$ cat src/hdl/key_matrix_row_debouncer_defines.svh
// Assertion macros shared by the debouncer RTL.
// Define ASSERT_OFF to compile the checks out.
`ifndef KEY_MATRIX_ROW_DEBOUNCER_DEFINES_SVH
`define KEY_MATRIX_ROW_DEBOUNCER_DEFINES_SVH

`ifndef ASSERT_OFF
// When the antecedent holds, the consequent holds in the same cycle.
`define ASSERT_IMPLIES(label, clk, rst, ante, cons) \
  label: assert property (@(posedge clk) disable iff (rst) (ante) |-> (cons)) \
    else $error("assertion failed: same-cycle implication");
// When the antecedent holds, the consequent holds in the next cycle.
`define ASSERT_NEXT(label, clk, rst, ante, cons) \
  label: assert property (@(posedge clk) disable iff (rst) (ante) |=> (cons)) \
    else $error("assertion failed: next-cycle implication");
`else
`define ASSERT_IMPLIES(label, clk, rst, ante, cons)
`define ASSERT_NEXT(label, clk, rst, ante, cons)
`endif

`endif

$ cat src/hdl/kmrd_pkg.sv
`timescale 1ns / 1ps

package kmrd_pkg;

  // Matrix geometry.
  localparam int ROWS     = 8;
  localparam int ROW_BITS = 16;
  localparam int DEPTH    = 4;

  // Fixed field widths of the channels.
  localparam int OPCODE_W = 3;
  localparam int ROW_W    = 4;
  localparam int COL_W    = 5;
  localparam int SAMPLE_W = 16;
  localparam int OUT_W    = 16;

  localparam int ROW_IDX_W = (ROWS > 1) ? $clog2(ROWS) : 1;
  localparam int PTR_W     = (DEPTH > 1) ? $clog2(DEPTH) : 1;

  typedef logic [ROW_BITS-1:0]  row_word_t;
  typedef row_word_t [DEPTH-1:0] hist_row_t;
  typedef logic [PTR_W-1:0]     ptr_t;
  typedef logic [ROW_IDX_W-1:0] row_idx_t;

  typedef enum logic [OPCODE_W-1:0] {
    OP_SCAN    = 3'd0,
    OP_READ    = 3'd1,
    OP_EXTRA   = 3'd2,
    OP_ONESHOT = 3'd3,
    OP_SLEEP   = 3'd4
  } op_t;

  // Fit a raw sample into a row word; bits at or above ROW_BITS are dropped.
  function automatic row_word_t fit_sample(input logic [SAMPLE_W-1:0] s);
    row_word_t w;
    w = '0;
    for (int i = 0; i < ROW_BITS; i++) begin
      if (i < SAMPLE_W) begin
        w[i] = s[i];
      end
    end
    return w;
  endfunction

  // Low output bits of a row word, zero above ROW_BITS.
  function automatic logic [OUT_W-1:0] fit_out(input row_word_t w);
    logic [OUT_W-1:0] o;
    o = '0;
    for (int i = 0; i < OUT_W; i++) begin
      if (i < ROW_BITS) begin
        o[i] = w[i];
      end
    end
    return o;
  endfunction

endpackage

$ cat src/hdl/kmrd_item_if.sv
`timescale 1ns / 1ps

// Command word channel into the debouncer.
interface kmrd_item_if;
  logic                          valid;
  logic                          ready;
  logic [kmrd_pkg::OPCODE_W-1:0] opcode;
  logic [kmrd_pkg::ROW_W-1:0]    row;
  logic [kmrd_pkg::COL_W-1:0]    col;
  logic [kmrd_pkg::SAMPLE_W-1:0] sample_bits;
  logic                          press;

  modport source (output valid, opcode, row, col, sample_bits, press, input ready);
  modport sink   (input valid, opcode, row, col, sample_bits, press, output ready);
endinterface

$ cat src/hdl/kmrd_result_if.sv
`timescale 1ns / 1ps

// Result word channel out of the debouncer.
interface kmrd_result_if;
  logic                       valid;
  logic                       ready;
  logic [kmrd_pkg::OUT_W-1:0] row_bits;
  logic                       accepted;

  modport source (output valid, row_bits, accepted, input ready);
  modport sink   (input valid, row_bits, accepted, output ready);
endinterface

$ cat src/hdl/key_matrix_row_debouncer.sv
`timescale 1ns / 1ps
// Key-matrix row debouncer.
// The item channel carries one command word: scan a row sample, read a merged
// row, press or release a virtual extra key, queue a one-shot key, or sleep.
// The result channel returns exactly one word per command: the debounced or
// merged row bits and an accepted flag (0 for ignored or out-of-range words).
// A key bit toggles only when all DEPTH stored samples of its row disagree
// with its current debounced value.
// A word passes through one input register and one result register, with all
// per-row state read and written between them. Throughput is one word per cycle
// while the receiver takes results, set by that single stage; back-to-back
// words to the same row see each other's updates without stalls.
// When the receiver stalls, the result register holds and the input register
// fills; further words are refused until the result is taken.
// Synchronous reset clears every sample ring, pointer, debounced row, extra and
// one-shot key, and the sleep flag, and empties both registers.
// Only reset leaves sleep mode.
`include "key_matrix_row_debouncer_defines.svh"

module key_matrix_row_debouncer (
  input  logic            clk,
  input  logic            rst,
  kmrd_item_if.sink       item,
  kmrd_result_if.source   result
);
  import kmrd_pkg::*;

  // Input register.
  logic                s1_valid;
  op_t                 s1_opcode;
  logic [ROW_W-1:0]    s1_row;
  logic [COL_W-1:0]    s1_col;
  logic [SAMPLE_W-1:0] s1_sample;
  logic                s1_press;

  // Result register.
  logic             o_valid;
  logic [OUT_W-1:0] o_row_bits;
  logic             o_accepted;

  // Per-row state.
  hist_row_t history   [ROWS];
  ptr_t      pointer   [ROWS];
  row_word_t debounced [ROWS];
  row_word_t extra     [ROWS];
  row_word_t oneshot   [ROWS];
  logic      pending   [ROWS];
  logic      sleeping;

  logic       advance;
  logic       row_ok;
  logic       col_ok;
  row_idx_t   ridx;
  row_word_t  sample_w;
  row_word_t  deb_cur;
  ptr_t       ptr_cur;
  ptr_t       ptr_next;
  hist_row_t  hist_next;
  row_word_t  flip;
  row_word_t  settled;
  row_word_t  col_bit;
  row_word_t  bits_next;
  logic       ok_next;

  // The stage moves when the result register is free or being emptied.
  assign advance    = s1_valid && (!o_valid || result.ready);
  assign item.ready = !s1_valid || advance;

  assign result.valid    = o_valid;
  assign result.row_bits = o_row_bits;
  assign result.accepted = o_accepted;

  // Range checks and row selection.
  assign row_ok   = {1'b0, s1_row} < (ROW_W + 1)'(ROWS);
  assign col_ok   = {1'b0, s1_col} < (COL_W + 1)'(ROW_BITS);
  assign ridx     = s1_row[ROW_IDX_W-1:0];
  assign sample_w = fit_sample(s1_sample);
  assign deb_cur  = debounced[ridx];
  assign ptr_cur  = pointer[ridx];
  assign ptr_next = ({1'b0, ptr_cur} == (PTR_W + 1)'(DEPTH - 1)) ? '0 : ptr_cur + 1'b1;
  assign col_bit  = row_word_t'(1) << s1_col;

  // Ring with the new sample in place, then the all-disagree flip mask.
  always_comb begin
    hist_next = history[ridx];
    flip      = '1;
    for (int d = 0; d < DEPTH; d++) begin
      if (ptr_cur == PTR_W'(d)) begin
        hist_next[d] = sample_w;
      end
      flip = flip & (deb_cur ^ hist_next[d]);
    end
    settled = deb_cur ^ flip;
  end

  // Result word for the command in the input register.
  always_comb begin
    bits_next = '0;
    ok_next   = 1'b0;
    case (s1_opcode)
      OP_SLEEP: begin
        ok_next = 1'b1;
      end
      OP_SCAN: begin
        if (row_ok && !sleeping) begin
          bits_next = settled;
          ok_next   = 1'b1;
        end
      end
      OP_READ: begin
        if (row_ok) begin
          bits_next = deb_cur | extra[ridx] | (pending[ridx] ? oneshot[ridx] : '0);
          ok_next   = 1'b1;
        end
      end
      OP_EXTRA, OP_ONESHOT: begin
        ok_next = row_ok && col_ok;
      end
      default: begin
        ok_next = 1'b0;
      end
    endcase
  end

  // Input register.
  always_ff @(posedge clk) begin
    if (rst) begin
      s1_valid <= 1'b0;
    end else if (item.ready) begin
      s1_valid <= item.valid;
    end
    if (item.valid && item.ready) begin
      s1_opcode <= op_t'(item.opcode);
      s1_row    <= item.row;
      s1_col    <= item.col;
      s1_sample <= item.sample_bits;
      s1_press  <= item.press;
    end
  end

  // Result register.
  always_ff @(posedge clk) begin
    if (rst) begin
      o_valid <= 1'b0;
    end else if (advance) begin
      o_valid <= 1'b1;
    end else if (result.ready) begin
      o_valid <= 1'b0;
    end
    if (advance) begin
      o_row_bits <= fit_out(bits_next);
      o_accepted <= ok_next;
    end
  end

  // State update, once per command as it leaves the input register.
  always_ff @(posedge clk) begin
    if (rst) begin
      for (int r = 0; r < ROWS; r++) begin
        history[r]   <= '0;
        pointer[r]   <= '0;
        debounced[r] <= '0;
        extra[r]     <= '0;
        oneshot[r]   <= '0;
        pending[r]   <= 1'b0;
      end
      sleeping <= 1'b0;
    end else if (advance) begin
      case (s1_opcode)
        OP_SLEEP: begin
          sleeping <= 1'b1;
        end
        OP_SCAN: begin
          if (row_ok && !sleeping) begin
            history[ridx]   <= hist_next;
            pointer[ridx]   <= ptr_next;
            debounced[ridx] <= settled;
          end
        end
        OP_READ: begin
          if (row_ok && pending[ridx]) begin
            oneshot[ridx] <= '0;
            pending[ridx] <= 1'b0;
          end
        end
        OP_EXTRA: begin
          if (row_ok && col_ok) begin
            extra[ridx] <= s1_press ? (extra[ridx] | col_bit) : (extra[ridx] & ~col_bit);
          end
        end
        OP_ONESHOT: begin
          if (row_ok && col_ok) begin
            oneshot[ridx] <= oneshot[ridx] | col_bit;
            pending[ridx] <= 1'b1;
          end
        end
        default: begin
        end
      endcase
    end
  end

  // Checks on the datapath and sleep control.
  `ASSERT_IMPLIES(a_reject_zero, clk, rst, o_valid && !o_accepted, o_row_bits == '0)
  `ASSERT_NEXT(a_sleep_sticks, clk, rst, sleeping, sleeping)
  `ASSERT_NEXT(a_no_scan_asleep, clk, rst, advance && sleeping && s1_opcode == OP_SCAN, !o_accepted)
  `ASSERT_IMPLIES(a_ptr_range, clk, rst, s1_valid, {1'b0, ptr_cur} < (PTR_W + 1)'(DEPTH))

endmodule
$ cat src/flat_wrapper.sv
// flat-port wrapper written by rule: the top's interface ports become plain ports
module key_matrix_row_debouncer_flat import kmrd_pkg::*;
  (clk, rst, item_valid, item_opcode, item_row, item_col, item_sample_bits, item_press, item_ready, result_valid, result_row_bits, result_accepted, result_ready);
  kmrd_item_if item_i ();
  kmrd_result_if result_i ();
  input  logic clk;
  input  logic rst;
  input wire logic [$bits(item_i.valid)-1:0] item_valid;
  input wire logic [$bits(item_i.opcode)-1:0] item_opcode;
  input wire logic [$bits(item_i.row)-1:0] item_row;
  input wire logic [$bits(item_i.col)-1:0] item_col;
  input wire logic [$bits(item_i.sample_bits)-1:0] item_sample_bits;
  input wire logic [$bits(item_i.press)-1:0] item_press;
  output wire logic [$bits(item_i.ready)-1:0] item_ready;
  output wire logic [$bits(result_i.valid)-1:0] result_valid;
  output wire logic [$bits(result_i.row_bits)-1:0] result_row_bits;
  output wire logic [$bits(result_i.accepted)-1:0] result_accepted;
  input wire logic [$bits(result_i.ready)-1:0] result_ready;
  assign item_i.valid = item_valid;
  assign item_i.opcode = item_opcode;
  assign item_i.row = item_row;
  assign item_i.col = item_col;
  assign item_i.sample_bits = item_sample_bits;
  assign item_i.press = item_press;
  assign item_ready = item_i.ready;
  assign result_valid = result_i.valid;
  assign result_row_bits = result_i.row_bits;
  assign result_accepted = result_i.accepted;
  assign result_i.ready = result_ready;
  key_matrix_row_debouncer u_core (.clk(clk), .rst(rst), .item(item_i), .result(result_i));
endmodule
$ cat config.mk
export PLATFORM = sky130hd
export DESIGN_NAME = key_matrix_row_debouncer_flat
export DESIGN_NICKNAME = d
export VERILOG_FILES = /design/src/hdl/kmrd_pkg.sv /design/src/hdl/kmrd_item_if.sv /design/src/hdl/kmrd_result_if.sv /design/src/hdl/key_matrix_row_debouncer.sv /design/src/flat_wrapper.sv
export VERILOG_INCLUDE_DIRS = /design/src /design/src/hdl
export SDC_FILE = /design/constraint.sdc
export NUM_CORES = 1
export LEC_CHECK = 0
export ABC_CLOCK_PERIOD_IN_PS = 5300
export BUFFER_PORTS_ARGS = -buffer_cell sky130_fd_sc_hd__buf_2
export CAP_MARGIN = 15
export CORE_ASPECT_RATIO = 0.6
export CORE_MARGIN = 2
export CORE_UTILIZATION = 38
export CTS_CLUSTER_SIZE = 12
export DETAILED_ROUTE_END_ITERATION = 12
export PLACE_DENSITY = 0.53
export SKIP_LAST_GASP = 1
export SYNTH_ARGS = -nofsm -noshare
export SYNTH_HDL_FRONTEND = slang
export SYNTH_SLANG_ARGS = --single-unit
$ cat constraint.sdc
create_clock -name clk -period 5.3 [get_ports clk]
set_clock_uncertainty 0.15 [all_clocks]
set_input_delay 0.53 -clock clk [delete_from_list [all_inputs] [get_ports clk]]
set_output_delay 0.53 -clock clk [all_outputs]
set_load 0.01 [all_outputs]
==> impl_metrics.tcl <==
set metrics [dict create \
    status "finished clean" \
    power.switching_mw 4.73 \
    gp_congestion 0.801 \
    syn_nets 3331 \
    drtAntennaViolNets 0 \
    netlist_instances 3294 \
    tns_ns 0 \
    io_buffer_count 51 \
    grt_start_max_net_pins 77 \
    drt_wl_total_um 140000 \
    yosys.area.top_type "edfxtp_1" \
    crit_required_ns 5.50 \
    n_fill_cell 10700 \
    synth_seq_area_share_pct 65.1 \
    drtPass1Iterations 5 \
    crit_type "flop to flop" \
    cts_hold_buf 30 \
    antenna_found_initial 2 \
    drive_gt1_share_pct 18.1 \
    top_level_ports 52 \
    h-tree-depth 3 \
    syn_area_um2 44700 \
    vias_per_cell 5.76 \
    ys_types 54 \
    cts_tree "done" \
    postCtsResizedCells 0 \
    yosysWarnings 0 \
    p_leak_nw 18.8 \
    fin_ws_ns 0.992 \
    worst-slew-pin-transition_ns 1.23 \
    grt_first_pass_wirelength_um 202000 \
    netSwitchingFraction_pct 26.9 \
    dp.cells 4763 \
    cts_setup_buffers 0 \
    multiInputGateArea_um2 14000 \
    seq_area_um2 29100 \
    path_clk_slew_ns 0.06 \
    finalHoldViolations 0 \
    vias 28400 \
    post-route-period-util_pct 81.3 \
    cts-buffers-inserted 95 \
    cts_root_buf "clkbuf_16" \
    pwr-share-clk_pct 36.2 \
    syn2layout_area_growth_pct 11.8 \
    start_util_pct 38.3 \
    globalRouteTotalUtil_pct 23.1 \
    hold_class "input pin to flop" \
    core-area_um2 117000 \
    finalMaxSlewViolations 0 \
    dpl-instance-area_um2 47000 \
    hold_slack_ns 0.118 \
    synth-edff-count 966 \
    crit_path_max_fanout 43 \
    ys_ff_latch 972 \
    post-route-util_pct 42.8 \
    max-slew-margin-rel_pct 18.1 \
    clk_latency_ns 0.71 \
    async_flop_share_pct 0 \
    dp_hpwl_um 81200 \
    irDropWorstVdd_mv 0.231 \
    synth_ff_type "edfxtp_1" \
    wire_per_inst_um 28.4 \
    dieArea_um2 121000 \
    syn-mean-instance-area_um2 13.6 \
    maxCapViolations 0 \
    drt_iter0_drc 3421 \
    post-place-ws_ns 1.03 \
    cts.path.max_buffers 3 \
    instances_no_fill 4942 \
    nets 3343 \
    p_seq_share_pct 50.2 \
    die_y_um 270 \
    cts.sinks 972 \
    p_int_mw 12.9 \
    p_comb_share_pct 13.6 \
    drc 0 \
    grt_pass1_vias 27500 \
    cp-start-kind "flop" \
    fin_area_um2 50000 \
    ys_top_cells_by_area "edfxtp_1, nor2_1, mux4_2, mux2i_1, mux2_2" \
    synth_top_area_share_pct 64.8 \
    worst_setup_path_end_kind "flop" \
    setup-violations-final 0 \
    p_total_mw 17.6 \
    p_per_area_nw_per_um2 352 \
    rsz0062_at_grt "false" \
    num_rows 97 \
    cp.arrival_ns 4.51 \
    fp.dieW_um 447 \
    fin_crit_ns 4.31 \
    overflow 0 \
    fmax_mhz 232 \
]
placed cells by master (no fill, tap or decap), drive strengths merged, types with 5 or more instances in the layout:
master       Yosys  routed
edfxtp         966     966
nor2           682     682
nand2          233     233
mux2i          179     179
buf            107     159
inv            143     148
mux2           138     138
o32ai          125     125
clkbuf         167     125
mux4           102     102
o31a            77      77
a22o            64      64
o22ai           64      64
o31ai           43      43
dlygate4sd3      0      30
and2            27      27
nor3            21      21
o211ai          19      19
clkinv           0      16
and3            14      14
nand2b          14      14
a311oi          13      13
a211o           13      13
nor2b           10      10
or2             10      10
o21ai           10      10
o21bai           8       8
dfxtp            6       6
or3b             5       5
critical path, stage by stage (launching register included):
cell      delay [ns]
edfxtp_1        0.41
or2_1           0.32
or4_2           0.99
buf_4           0.43
nor3_4          0.21
buf_4           0.41
or2_4           0.57
buf_12          0.39
power groups by stage:
stage | sequential, mW | combinational, mW | clock (mW)
after global routing | 8.85 | 2.54 | 6.76
after global placement | 8.99 | 2.35 | 0
final | 8.83 | 2.40 | 6.36
after floorplan | 8.92 | 1.61 | 0
after CTS | 8.83 | 2.37 | 6.46
after detailed placement | 8.99 | 2.35 | 0
worst paths after layout:
kind	slack [ns]	from	depth (start not counted)	endpoint
max	0.99	u_core.s1_opcode[2]	7	u_core.history[2][56]
min	0.12	result_ready	5	u_core.result.valid
min reg2reg	0.41	u_core.s1_opcode[2]	2	u_core.sleeping
max reg2reg	0.99	u_core.s1_opcode[2]	7	u_core.history[2][56]
sequential cells by signal (all words and copies together), names as in the netlist, named ones only:
signal,cells
u_core.oneshot,128
u_core.s1_valid,1
u_core.s1_press,1
u_core.result.accepted,1
u_core.s1_row,4
u_core.sleeping,1
u_core.result.valid,1
u_core.s1_col,5
u_core.s1_sample,16
u_core.extra,128
u_core.s1_opcode,3
u_core.pending,8
u_core.history,512
u_core.result.row_bits,16
u_core.debounced,128
u_core.pointer,16
synth_stat cells, types with 4 or more instances:
library cell,instances
clkbuf_1,167
and3_1,14
buf_1,23
mux2i_1,175
a211o_1,13
buf_4,22
o31a_1,64
a22o_1,64
nor2_1,681
mux2_2,138
buf_6,13
mux4_2,102
o31ai_1,18
o21a_1,4
dfxtp_1,6
nand2b_1,14
o22ai_1,64
nor2b_1,10
o211ai_1,19
nor3_2,9
a311oi_1,13
o31a_2,13
or3b_2,5
nor3_1,12
o21bai_1,8
o21ai_0,5
buf_2,46
nand2_1,233
o31ai_2,22
or2_2,9
ha_1,4
edfxtp_1,966
o32ai_1,125
inv_1,143
nor4_1,4
o21ai_1,5
nand3b_1,4
and2_1,27
area by class of cell:
cell class | instances | area share [%]
tap | 1584 | 3.96
clock buffer | 125 | 5.02
sequential | 972 | 58.3
inverter | 143 | 1.07
antenna | 1 | 0.00500
clock inverter | 23 | 0.403
multi-input combinational | 1905 | 28.0
timing repair buffer | 189 | 3.26
routing by layer:
metal / wire length (um) / GRT usage [%] / vias to the layer above
met4: 3040 / 5.59 / 0
met1: 67300 / 37.1 / 14700
li1: - / - / 12400
met3: 12200 / 4.43 / 167
met2: 57800 / 31.5 / 1261
met5: 0 / 0 / -
cells by family (layout without fill, tap and decap cells):
group / count (synthesis) / in the layout / synth area share [%]
and+or+nand+nor: 1031 / 1031 / 9.39
DFF: 972 / 972 / 65.1
AOI/OAI and AO/OA: 451 / 451 / 8.59
muxes: 419 / 419 / 12.7
buffers and inverters: 417 / 480 / 4.11
adders and majority gates: 4 / 4 / 0.112
other: 0 / 1 / 0
Note: power is estimated with default switching activity, not from simulation.
